--- src/design/assert_macros.svh ---
// Assertion helpers for the RTL files; the queue core includes them.
`ifndef ASSERT_MACROS_SVH
`define ASSERT_MACROS_SVH

// The condition must hold at every clock edge out of reset.
`define ASSERT_ALWAYS(label, clk, rst_n, cond, msg) \
    label: assert property (@(posedge clk) disable iff (!(rst_n)) (cond)) \
        else $error(msg);

// The consequent must hold in the clock after the antecedent.
`define ASSERT_NEXT(label, clk, rst_n, ante, cons, msg) \
    label: assert property (@(posedge clk) disable iff (!(rst_n)) (ante) |=> (cons)) \
        else $error(msg);

// The consequent must hold in the same clock as the antecedent.
`define ASSERT_SAME(label, clk, rst_n, ante, cons, msg) \
    label: assert property (@(posedge clk) disable iff (!(rst_n)) (ante) |-> (cons)) \
        else $error(msg);

`endif

--- src/design/sjfq_pkg.sv ---
`default_nettype none

package sjfq_pkg;

    // Queue geometry and field widths.
    localparam int DEPTH = 16;
    localparam int CNT_W = $clog2(DEPTH + 1);
    localparam int OCC_W = 5;
    localparam int TAG_W = 16;
    localparam int LEN_W = 32;
    localparam int ST_W  = 2;

    // Operation codes.
    localparam logic OP_PUSH = 1'b0;
    localparam logic OP_POP  = 1'b1;

    // Status codes.
    localparam logic [ST_W-1:0] ST_OK    = 2'd0;
    localparam logic [ST_W-1:0] ST_FULL  = 2'd1;
    localparam logic [ST_W-1:0] ST_EMPTY = 2'd2;

    // One held job.
    typedef struct packed {
        logic [TAG_W-1:0] tag;
        logic [LEN_W-1:0] len;
    } t_entry;

    // Control broadcast from the top level to every cell.
    typedef struct packed {
        logic   push_en;
        logic   pop_en;
        t_entry new_job;
    } t_cell_ctl;

endpackage

`default_nettype wire

--- src/design/shortest_job_first_queue_core.sv ---
`default_nettype none

// Shortest-job-first queue: a word is accepted on any clock where start is
// high, since busy never rises, so one push or pop enters every cycle. Each
// word yields exactly one result word on the next clock, flagged by o_done for
// a single cycle; the receiver cannot stall, so it must take the result on
// that cycle. This speed comes from the row of cells: every cell
// compares its length with the pushed key in parallel and moves its entry one
// place in the same clock. Pushes to a full queue return the full status and
// pops on an empty queue return the empty status, leaving the queue as is.
module shortest_job_first_queue_core (
    input  wire                               i_clk,
    input  wire                               i_rst_n,
    input  wire                               start,
    output logic                              busy,
    input  wire                               i_opcode,
    input  wire  [sjfq_pkg::TAG_W-1:0]        i_job_tag,
    input  wire  [sjfq_pkg::LEN_W-1:0]        i_job_length,
    output logic                              o_done,
    output logic [sjfq_pkg::ST_W-1:0]         o_status,
    output logic [sjfq_pkg::TAG_W-1:0]        o_out_tag,
    output logic [sjfq_pkg::LEN_W-1:0]        o_out_length,
    output logic [sjfq_pkg::OCC_W-1:0]        o_occupancy
);

    localparam int D = sjfq_pkg::DEPTH;
    localparam int W = sjfq_pkg::CNT_W;

    logic                      accept;
    logic                      is_push;
    logic                      full;
    logic                      empty;
    sjfq_pkg::t_cell_ctl       ctl;
    logic [D-1:0]              keep;
    sjfq_pkg::t_entry          entry [D];

    logic [W-1:0]              r_count;
    logic [W-1:0]              n_count;
    logic                      r_done;
    logic [sjfq_pkg::ST_W-1:0] r_status;
    logic [sjfq_pkg::ST_W-1:0] n_status;
    sjfq_pkg::t_entry          r_out;
    sjfq_pkg::t_entry          n_out;

    // The queue takes a word on every clock.
    assign busy    = 1'b0;
    assign accept  = start && !busy;
    assign is_push = (i_opcode == sjfq_pkg::OP_PUSH);
    assign full    = (r_count == W'(D));
    assign empty   = (r_count == '0);

    // Broadcast control to the cells.
    always_comb begin
        ctl.push_en     = accept && is_push && !full;
        ctl.pop_en      = accept && !is_push && !empty;
        ctl.new_job.tag = i_job_tag;
        ctl.new_job.len = i_job_length;
    end

    // Row of cells, head in cell 0.
    for (genvar gi = 0; gi < D; gi++) begin : g_cell
        localparam logic [W-1:0] IDX = W'(gi);
        logic             prev_keep;
        sjfq_pkg::t_entry prev_entry;
        sjfq_pkg::t_entry next_entry;

        if (gi == 0) begin : g_head
            assign prev_keep  = 1'b1;
            assign prev_entry = ctl.new_job;
        end else begin : g_body
            assign prev_keep  = keep[gi-1];
            assign prev_entry = entry[gi-1];
        end

        if (gi == D - 1) begin : g_tail
            assign next_entry = entry[gi];
        end else begin : g_inner
            assign next_entry = entry[gi+1];
        end

        sjfq_cell u_cell (
            .i_clk        (i_clk),
            .i_ctl        (ctl),
            .i_occupied   (IDX < r_count),
            .i_prev_keep  (prev_keep),
            .i_prev_entry (prev_entry),
            .i_next_entry (next_entry),
            .o_keep       (keep[gi]),
            .o_entry      (entry[gi])
        );
    end

    // Occupancy and result word.
    always_comb begin
        n_count  = r_count;
        n_status = sjfq_pkg::ST_OK;
        n_out    = '0;
        if (is_push) begin
            if (full) begin
                n_status = sjfq_pkg::ST_FULL;
            end else begin
                n_count = r_count + W'(1);
            end
        end else begin
            if (empty) begin
                n_status = sjfq_pkg::ST_EMPTY;
            end else begin
                n_count = r_count - W'(1);
                n_out   = entry[0];
            end
        end
    end

    // Control state.
    always_ff @(posedge i_clk) begin
        if (!i_rst_n) begin
            r_count <= '0;
            r_done  <= 1'b0;
        end else begin
            r_done <= accept;
            if (accept) begin
                r_count <= n_count;
            end
        end
    end

    // Result payload.
    always_ff @(posedge i_clk) begin
        if (accept) begin
            r_status <= n_status;
            r_out    <= n_out;
        end
    end

    assign o_done       = r_done;
    assign o_status     = r_status;
    assign o_out_tag    = r_out.tag;
    assign o_out_length = r_out.len;
    assign o_occupancy  = sjfq_pkg::OCC_W'(r_count);

`include "assert_macros.svh"

    `ASSERT_ALWAYS(a_count_bound, i_clk, i_rst_n, r_count <= W'(D), "count above depth")
    `ASSERT_NEXT(a_push_grows, i_clk, i_rst_n, ctl.push_en, r_count == $past(r_count) + W'(1), "push did not grow count")
    `ASSERT_NEXT(a_pop_empty, i_clk, i_rst_n, accept && !is_push && empty, o_status == sjfq_pkg::ST_EMPTY && r_count == '0, "bad empty pop result")
    `ASSERT_SAME(a_zero_on_fail, i_clk, i_rst_n, o_done && o_status != sjfq_pkg::ST_OK, o_out_tag == '0 && o_out_length == '0, "nonzero payload on failed word")

endmodule

`default_nettype wire

--- src/design/sjfq_cell.sv ---
`default_nettype none

// One slot of the sorted chain. It compares its own length with the pushed
// key and, together with its upstream neighbor's decision, picks its next
// content: hold, take the new job, take the upstream entry or take the
// downstream entry.
module sjfq_cell (
    input  wire                  i_clk,
    input  sjfq_pkg::t_cell_ctl  i_ctl,
    input  wire                  i_occupied,
    input  wire                  i_prev_keep,
    input  sjfq_pkg::t_entry     i_prev_entry,
    input  sjfq_pkg::t_entry     i_next_entry,
    output logic                 o_keep,
    output sjfq_pkg::t_entry     o_entry
);

    sjfq_pkg::t_entry r_entry;
    sjfq_pkg::t_entry n_entry;

    // An occupied entry that is not longer than the new job stays ahead of it.
    assign o_keep = i_occupied && (r_entry.len <= i_ctl.new_job.len);

    // Next content of the slot.
    always_comb begin
        n_entry = r_entry;
        if (i_ctl.pop_en) begin
            n_entry = i_next_entry;
        end else if (i_ctl.push_en && !o_keep) begin
            if (i_prev_keep) begin
                n_entry = i_ctl.new_job;
            end else begin
                n_entry = i_prev_entry;
            end
        end
    end

    always_ff @(posedge i_clk) begin
        r_entry <= n_entry;
    end

    assign o_entry = r_entry;

endmodule

`default_nettype wire
--- config.mk ---
export PLATFORM = sky130hd
export DESIGN_NAME = shortest_job_first_queue_core
export DESIGN_NICKNAME = d
export VERILOG_FILES = /design/src/design/sjfq_pkg.sv /design/src/design/shortest_job_first_queue_core.sv /design/src/design/sjfq_cell.sv
export VERILOG_INCLUDE_DIRS = /design/src /design/src/design
export SDC_FILE = /design/constraint.sdc
export NUM_CORES = 2
export LEC_CHECK = 0
export BUFFER_PORTS_ARGS = -buffer_cell sky130_fd_sc_hd__buf_2
export CORE_MARGIN = 2
export CORE_UTILIZATION = 45
export DETAILED_ROUTE_END_ITERATION = 8
export SLEW_MARGIN = 20
export SYNTH_ARGS = -nofsm -noshare
export SYNTH_HDL_FRONTEND = slang
export SYNTH_SLANG_ARGS = --single-unit
--- constraint.sdc ---
create_clock -name i_clk -period 10.26 [get_ports i_clk]
set_clock_uncertainty 0.2 [all_clocks]
set_input_delay 1.539 -clock i_clk [delete_from_list [all_inputs] [get_ports i_clk]]
set_output_delay 1.539 -clock i_clk [all_outputs]
set_load 0.05 [all_outputs]
==> results.md <==
* Status: completed
* Final Setup Violations at 0
* Clock sink total at 824
* Setup TNS at 0 ns
* Layout Utilization at 49.5%
* Total GRT Usage at 28.8%
* Post-CTS sizing at 0
* H-tree level count at 3
* Worst r2r src: o_occupancy[4]
* I/O Pins at 109
* Flops & latches, synth at 824
* Starting density of the core at 45.2%
* Placer Congestion at 0.905
* Die Ht at 345 um
* Post-synth EDFFs at 818
* Synth-to-layout area growth at 9.53%
* CP startpoint: i_job_length[31]
* CTS Hold Bufs at 0
* Tightest Pin Transition at 1.13 ns
* Max FO, Critical Path at 49
* Pin count of the biggest net entering global routing at 242
* Initial antenna violation count at 7
* Ranking of synthesized cells by area: edfxtp_1, ha_1, mux2i_1, o21ai_0, a21oi_1
* Worst Setup End Kind: flip-flop
* Synth top area share at 47.0%
* MaxCap Viol Count at 0
* Number of global-route vias before repair at 39.0k
* Hold_sp: g_cell[1].u_cell.o_entry[47]
* Syn Area/Cell at 10.6 sq um
* Post-Synthesis Cells at 4942
* Static leakage at 22.0 nW
* PwrDens at 233 nW/um^2
* Crit share post-route at 59.8%
* Wirelength per Cell at 27.0 um
* Post-synth net total at 5509
* Cell area after synthesis at 52300 sq um
* CP required at 10.37 ns
* Root buffer cell: clkbuf_16
* Die X at 345 um
* FILL cells at 10.5k
* Crit start category: primary input
* Nets@finish at 5438
* Dpl hpwl at 120 mm
* Minimum clock period at 6.13 ns
* Via density at 6.38
* RSZ-0062 raised after global routing: false
* Slew Limit Fails at 0
* Clk_lat worst skew at 0.70 ns
* Rows at 125
* DRC violations left at 0
* Post-CTS setup buffer count at 0
* DRT iter0 DRCs at 4869
* Post-synth ARST share at 0%
* Worst path arrival time at 6.24 ns
* WP buf/inv at 3
* DIE AREA at 119000 sq um
* Post-detailed-route count of antenna-violating nets at 0
* First-pass DRT Iterations at 7
* HP Class: flip-flop to flip-flop
* CP Class: primary input to flip-flop
* CP max stage cell: a221o_4
* Core area at 116000 sq um
* Synth cell types at 70
* Worst slew margin at 24.4%
* Post-synth top cells: edfxtp_1, ha_1, nand2_1
* CP top delay family: compound AO/OA/AOI/OAI gates
* CP max stage delay at 0.88 ns
* Synthesis warning total at 0
* Fmax achieved at 163 MHz
* I/O Buffers at 107
* TritonCTS clock tree: built
* Clock slew at reported path FFs at 0.06 ns
* Number of CTS-inserted buffers at 93
* Via count at 41.3k
* Min Hold Slack at 0.350 ns
* GRT overflow at 0
* Sequential cell area fraction in the yosys report at 47.2%
* Post-Route WL at 175 mm
* Largest area contributor in the netlist: edfxtp_1
* Most frequent cell after synthesis: edfxtp_1
* Fraction of layout cells with a size suffix above 1 at 9.24%
* Ys flop type: edfxtp_1
* Clock Tree Buf Depth at 3
* First-pass GRT wire length at 259 mm
* Final Hold Fails at 0
* Peak supply drop at 156 uV
* CP Cell Sequence: buf_2 -> inv_1 -> ha_1 -> nand4_1 -> nor4_1 -> o31ai_1 -> a31oi_1 -> a221o_4 -> a21o_2 -> buf_4
[layout make-up]
| class | count | area [sq um] | share of cell area [%] |
|---|---|---|---|
| multi-input cells | 3709 | 26200 | 45.7 |
| flip-flops and latches | 824 | 24700 | 43.1 |
| clock buffers | 109 | 2390 | 4.17 |
| well taps | 1524 | 1910 | 3.33 |
| repair buffers | 185 | 1210 | 2.11 |
| clock inverters | 63 | 662 | 1.16 |
| inverters | 58 | 218 | 0.380 |
| diodes | 4 | 10.0 | 0.0175 |
[power by group]
group | switching, mW | internal, mW | total, mW | leakage, nW
clock | 1.49 | 1.95 | 3.44 | 1.47
combinational | 2.71 | 1.54 | 4.24 | 12.6
sequential | 0.715 | 4.93 | 5.65 | 7.85
total | 4.91 | 8.42 | 13.3 | 22.0
[tightest hold or removal path: cells and delay by family (launching register included)]
kind,cells,cell delay [ns]
DFF,1,0.34
and+or+nand+nor,2,0.10
[state kept, by name, summed over array words and instances, names as in the netlist]
signal / cells
g_cell.u_cell.o_entry: 768
o_out_length: 32
o_out_tag: 16
o_occupancy: 5
o_status: 2
o_done: 1
[cell usage in the layout, fill, tap and decap left out, drive strengths merged, types with 22 or more instances in the layout]
master / synthesis / routed
nor2: 373 / 373
nor3: 24 / 24
ha: 515 / 515
clkinv: 0 / 42
edfxtp: 818 / 818
mux2i: 446 / 446
a21o: 50 / 50
a31oi: 105 / 105
clkbuf: 240 / 109
nand2b: 22 / 22
a31o: 32 / 32
buf: 111 / 185
a21oi: 441 / 441
nand4: 105 / 105
and2: 59 / 59
o21ai: 505 / 505
mux2: 65 / 65
a21boi: 56 / 56
a22oi: 55 / 55
nand2: 505 / 505
inv: 58 / 62
nand3: 46 / 46
o22a: 31 / 31
a221o: 57 / 57
[metal layers]
metal	vias to the layer above	GRT usage (%)	wire, um
met5	-	0	0
met4	0	7.95	4470
met3	244	5.49	17300
met2	2017	43.3	76300
met1	20400	42.2	76800
li1	18700	-	-
[cells by family after synthesis]
| kind of cell | after synthesis | share of synthesized area (%) |
|---|---|---|
| AOI/OAI and AO/OA | 1443 | 16.6 |
| xor gates and xnor gates | 5 | 0.0838 |
| adders and majority gates | 515 | 12.3 |
| buffers and inverters | 409 | 3.32 |
| DFF | 824 | 47.2 |
| muxes | 511 | 9.94 |
| other | 1 | 0.00717 |
| and+or+nand+nor | 1234 | 10.5 |
[final timing paths]
| path | to | slack [ns] | cells past startpoint |
|---|---|---|---|
| setup reg to reg | g_cell[9].u_cell.o_entry[36] | 4.92 | 7 |
| hold reg to reg | g_cell[0].u_cell.o_entry[47] | 0.35 | 2 |
| hold / removal | g_cell[0].u_cell.o_entry[47] | 0.35 | 2 |
| setup / recovery | g_cell[11].u_cell.o_entry[33] | 4.13 | 10 |
[metrics by stage]
step / setup slack, ns / instances / power (mW) / area [sq um]
floorplan: 2.40 / 4942 / 8.35 / 52300
global placement: 3.35 / 6298 / 9.74 / 54100
detailed placement: 3.45 / 6298 / 9.85 / 54200
CTS: 4.18 / 6470 / 13.3 / 57200
global route: 4.02 / 6475 / 14.0 / 57300
finish: 4.13 / 6476 / 13.3 / 57300
(Power assumes the default switching activity.)
